===== config.mk =====
export PLATFORM = sky130hd
export DESIGN_NAME = rv32x_alu
export DESIGN_NICKNAME = d
export VERILOG_FILES = /design/src/rtl/core/rv32x_pkg.sv /design/src/rtl/core/rv32x_alu.sv
export SDC_FILE = /design/constraint.sdc
export NUM_CORES = 1
export LEC_CHECK = 0
export BUFFER_PORTS_ARGS = -buffer_cell sky130_fd_sc_hd__buf_4
export CAP_MARGIN = 20
export CORE_UTILIZATION = 35
export DETAILED_ROUTE_END_ITERATION = 12
export SLEW_MARGIN = 25
export SYNTH_ARGS = -nofsm -noshare
export SYNTH_HDL_FRONTEND = slang
export SYNTH_SLANG_ARGS = --single-unit

===== constraint.sdc =====
create_clock -name vclk -period 10.4
set_input_delay 1.04 -clock vclk [all_inputs]
set_output_delay 1.04 -clock vclk [all_outputs]
set_load 0.01 [all_outputs]

===== src/rtl/core/rv32x_pkg.sv =====
// ----------------------------------------------------------------------------
// rv32x_pkg
// Shared types, codes and decode constants for the RV32I execute block.
// ----------------------------------------------------------------------------
package rv32x_pkg;

  localparam int MemAddrBitsDefault = 12;

  typedef enum logic [1:0] {
    OP_EXEC = 2'd0,
    OP_PRELOAD = 2'd1,
    OP_SETREG = 2'd2,
    OP_NONE = 2'd3
  } op_t;

  typedef enum logic [1:0] {
    ST_OK = 2'd0,
    ST_ILLEGAL = 2'd1,
    ST_BREAK = 2'd2,
    ST_ECALL = 2'd3
  } status_t;

  localparam logic [6:0] OPC_LOAD = 7'b000_0011;
  localparam logic [6:0] OPC_OPIMM = 7'b001_0011;
  localparam logic [6:0] OPC_AUIPC = 7'b001_0111;
  localparam logic [6:0] OPC_STORE = 7'b010_0011;
  localparam logic [6:0] OPC_OP = 7'b011_0011;
  localparam logic [6:0] OPC_LUI = 7'b011_0111;
  localparam logic [6:0] OPC_BRANCH = 7'b110_0011;
  localparam logic [6:0] OPC_JALR = 7'b110_0111;
  localparam logic [6:0] OPC_JAL = 7'b110_1111;
  localparam logic [6:0] OPC_SYSTEM = 7'b111_0011;
  localparam logic [6:0] F7_ALT = 7'b010_0000;
  localparam logic [31:0] UPPER_MASK = 32'hFFFF_F000;

endpackage


===== src/rtl/core/rv32x_alu.sv =====
// ----------------------------------------------------------------------------
// rv32x_alu
// Combinational integer ALU and branch compare for one decoded instruction.
// ----------------------------------------------------------------------------
module rv32x_alu
  import rv32x_pkg::*;
(
  input  logic [31:0] a,
  input  logic [31:0] b,
  input  logic [2:0]  f3,
  input  logic        alt,
  output logic [31:0] res,
  output logic        take
);
  logic [4:0] sh;
  logic lts, ltu;
  assign sh = b[4:0];
  assign lts = $signed(a) < $signed(b);
  assign ltu = a < b;

  always_comb begin
    case (f3)
      3'd0: res = alt ? (a - b) : (a + b);
      3'd1: res = a << sh;
      3'd2: res = {31'd0, lts};
      3'd3: res = {31'd0, ltu};
      3'd4: res = a ^ b;
      3'd5: res = alt ? 32'($signed(a) >>> sh) : (a >> sh);
      3'd6: res = a | b;
      default: res = a & b;
    endcase
    case (f3)
      3'd0: take = (a == b);
      3'd1: take = (a != b);
      3'd4: take = lts;
      3'd5: take = !lts;
      3'd6: take = ltu;
      3'd7: take = !ltu;
      default: take = 1'b0;
    endcase
  end
endmodule


==> parameters.txt <==
Parameter                              Value

CTS
  Resized cells post-CTS    0
  # Post-CTS Setup Buffers    0
  Cts-stage hold buffer count    0

Cells and area
  Number of diodes added for antenna fixing    0
  Final net count    1489
  Synthesis-to-layout area growth    9.46%
  Proportion of layout cells with a drive suffix above 1    15.2%
  Sequential cells    0
  Post-Layout Cell Count    approximately 1700
  Clock Buffer Count    0
  Area taken by flip-flops and latches    0 µm²

Timing
  Final Max Slew Viols    0
  Actual transition at the worst max-transition pin    0.832 ns
  Aggregate negative setup slack    0 ns
  Final setup violation count    0
  Tmin final    6.17 ns
  Peak Freq    ~160 MHz
  Part of the cycle the worst path needs    between 50% and 60%
  Max-slew headroom at the worst pin    between 40% and 50%
  Final hold viol count    0
  RSZ-0062 raised after global routing    no

Yosys
  Top-count cell post-synth    nor2_1
  YS warnings    0
  Share of the yosys chip area belonging to registers    0%
  Post-Syn Instances    1313
  Share of Yosys cell area claimed by the top area cell type    between 10% and 20%
  Synth area leader    mux4_2
  Netlist area before placement    0.00892 mm²
  Net Count, Synth    ~1500
  Average cell area after synthesis    6.79 µm²
  Largest cells by area after synthesis    mux4_2, ha_1, a21oi_1
  Distinct cell type count after synthesis    76
  Top cells by instance count after synthesis    nor2_1, a21oi_1, ha_1

Power and ir drop
  VDD IR max    0.0276 mV
  Switching power as a share of total power    a little over three fifths
  Clk pwr share    0%
  Gate power share    100.0%
  Total power divided by cell area    between 60 and 70 mW/mm²
  NetSw    about 370 µW
  Part of the total power dissipated in sequential elements    0%
  Leakage power summed over all cells    around 4.1 nW
  Power Internal    ~220 µW

Floorplanning
  Starting utilization of the core area    roughly 36%
  Die outline height    between 150 and 200 µm
  I/O Pins    between 100 and 150
  Die area    around 0.026 mm²
  Width of the chip    roughly 160 µm
  Number of cell rows    58
  Core area    0.0251 mm²

Worst hold path
  Worst hold-check path type    in -> out

GRT
  Antenna violations before repair    1
  Remaining Overflow, GRT    0
  GRT Overall Usage    30.3%
  Wire length of the first global-routing pass    around 60000 µm
  Number of global-route vias before repair    between 9000 and 10000
  Pin count of the biggest net entering global routing    70

Placement
  I/O Buffers    101
  Placed insts    ~1700
  Post-detailed-placement half-perimeter wirelength    about 31000 µm
  Weighted congestion at the end of routability-driven global placement    ~1

Routing
  Detailed Route WL    between 40000 and 50000 µm
  Antenna Nets Post-Route    0
  Residual DRC    0
  Total number of vias    10837
  1st-pass router iterations    7
  Via density    ~6.6
  Number of violations reported at the end of detailed-routing iteration 0    about 1600
  Average wire per cell in the routed design    around 25 µm

Worst setup path
  Kind of critical path    in -> out
  Most frequent CP cell    buf_4
  Critical path peak fanout    slightly below 70
  Capturing element type of the critical path    primary output
  Signal arrival time at the worst endpoint    about 5 ns
  Startpoint Class    primary input
  Longest individual stage delay on the worst path    0.55 ns
  CP cell instances    buf_4 > clkinv_1 > buf_4 > ha_1 > inv_1 > or4_1 > a31o_1 > a21oi_1 > o211ai_1 > o311ai_2 > a31oi_1 > or4_1 > nand3_1 > buf_4
  Slowest stage cell on the critical path    or4_1
  Required time worst endpoint    roughly 9.4 ns

Job
  Count of max-cap constraint violations    0

Status
  Status    finished, final reports clean
[cell families (layout without fill, tap and decap cells)]
kind of cell               count (synthesis)  count (layout)  synth area share, %
AOI/OAI and AO/OA                        484             484                 35.2
and+or+nand+nor                          399             399                 20.2
buffers and inverters                    206             213                 8.98
adders and majority gates                 99              99                 14.1
muxes                                     99              99                 19.0
xor gates and xnor gates                  26              26                 2.55
[power groups by stage]
stage | Combinational (mW) | Sequential (mW) | Clock (mW)
floorplan | 0.376 | 0 | 0
global placement | 0.576 | 0 | 0
detailed placement | 0.573 | 0 | 0
CTS | 0.577 | 0 | 0
global route | 0.630 | 0 | 0
finish | 0.595 | 0 | 0
[cells in the final DEF (no fill, tap or decap), drive strengths merged, types with 7 or more instances in the layout]
cell / n
a211oi: 24
a21o: 16
a21oi: 175
a221oi: 17
a22oi: 9
a31oi: 26
and3: 10
buf: 113
ha: 97
inv: 99
mux2: 9
mux2i: 35
mux4: 55
nand2: 80
nand2b: 7
nand3: 24
nor2: 177
nor2b: 12
nor3: 37
nor4: 11
o2111ai: 7
o211ai: 19
o21a: 7
o21ai: 88
o21bai: 11
o221ai: 8
o22ai: 12
o31ai: 12
or3: 14
xnor2: 21
[worst max-delay path, delay by kind of cell]
kind,cells,cell delay (ns)
compound gates,5,1.24
fa+ha+maj,1,0.48
buf+inv,5,1.23
simple gates,3,1.08
[layout make-up]
type	count	area, µm²
Timing Repair Buffer	113	848
Fill cell	2734	15300
Inverter	100	375
Tap cell	330	413
Multi-Input combinational cell	1107	8120
[final timing paths]
path,to,cells past startpoint,from
max,res[29],14,b[3]
min,res[7],4,b[7]
[through the flow]
step / utilization, % / cell area [µm²] / total power, mW / hold WS (ns) / setup WS [ns]
3_5_place_dp: 38.9 / 9760 / 0.573 / 2.65 / 4.40
4_1_cts: 38.9 / 9760 / 0.577 / 2.66 / 4.38
2_1_floorplan: - / 8920 / 0.376 / 2.41 / 5.06
3_3_place_gp: 38.9 / 9760 / 0.576 / 2.66 / 4.40
5_1_grt: 38.9 / 9760 / 0.630 / 2.68 / 4.11
6_report: 38.9 / 9760 / 0.595 / 2.66 / 4.23
[metal layers]
layer / routed length (µm) / GRT usage [%] / share of wire, % / up-vias
met1: 17800 / 45.0 / 43 / 5149
met5: 0 / 0 / 0 / -
met4: 1060 / 6.90 / 2.6 / 0
li1: - / - / - / 4902
met2: 18000 / 46.7 / 44 / 713
met3: 4160 / 2.77 / 10 / 73
(Power assumes the default switching activity.)
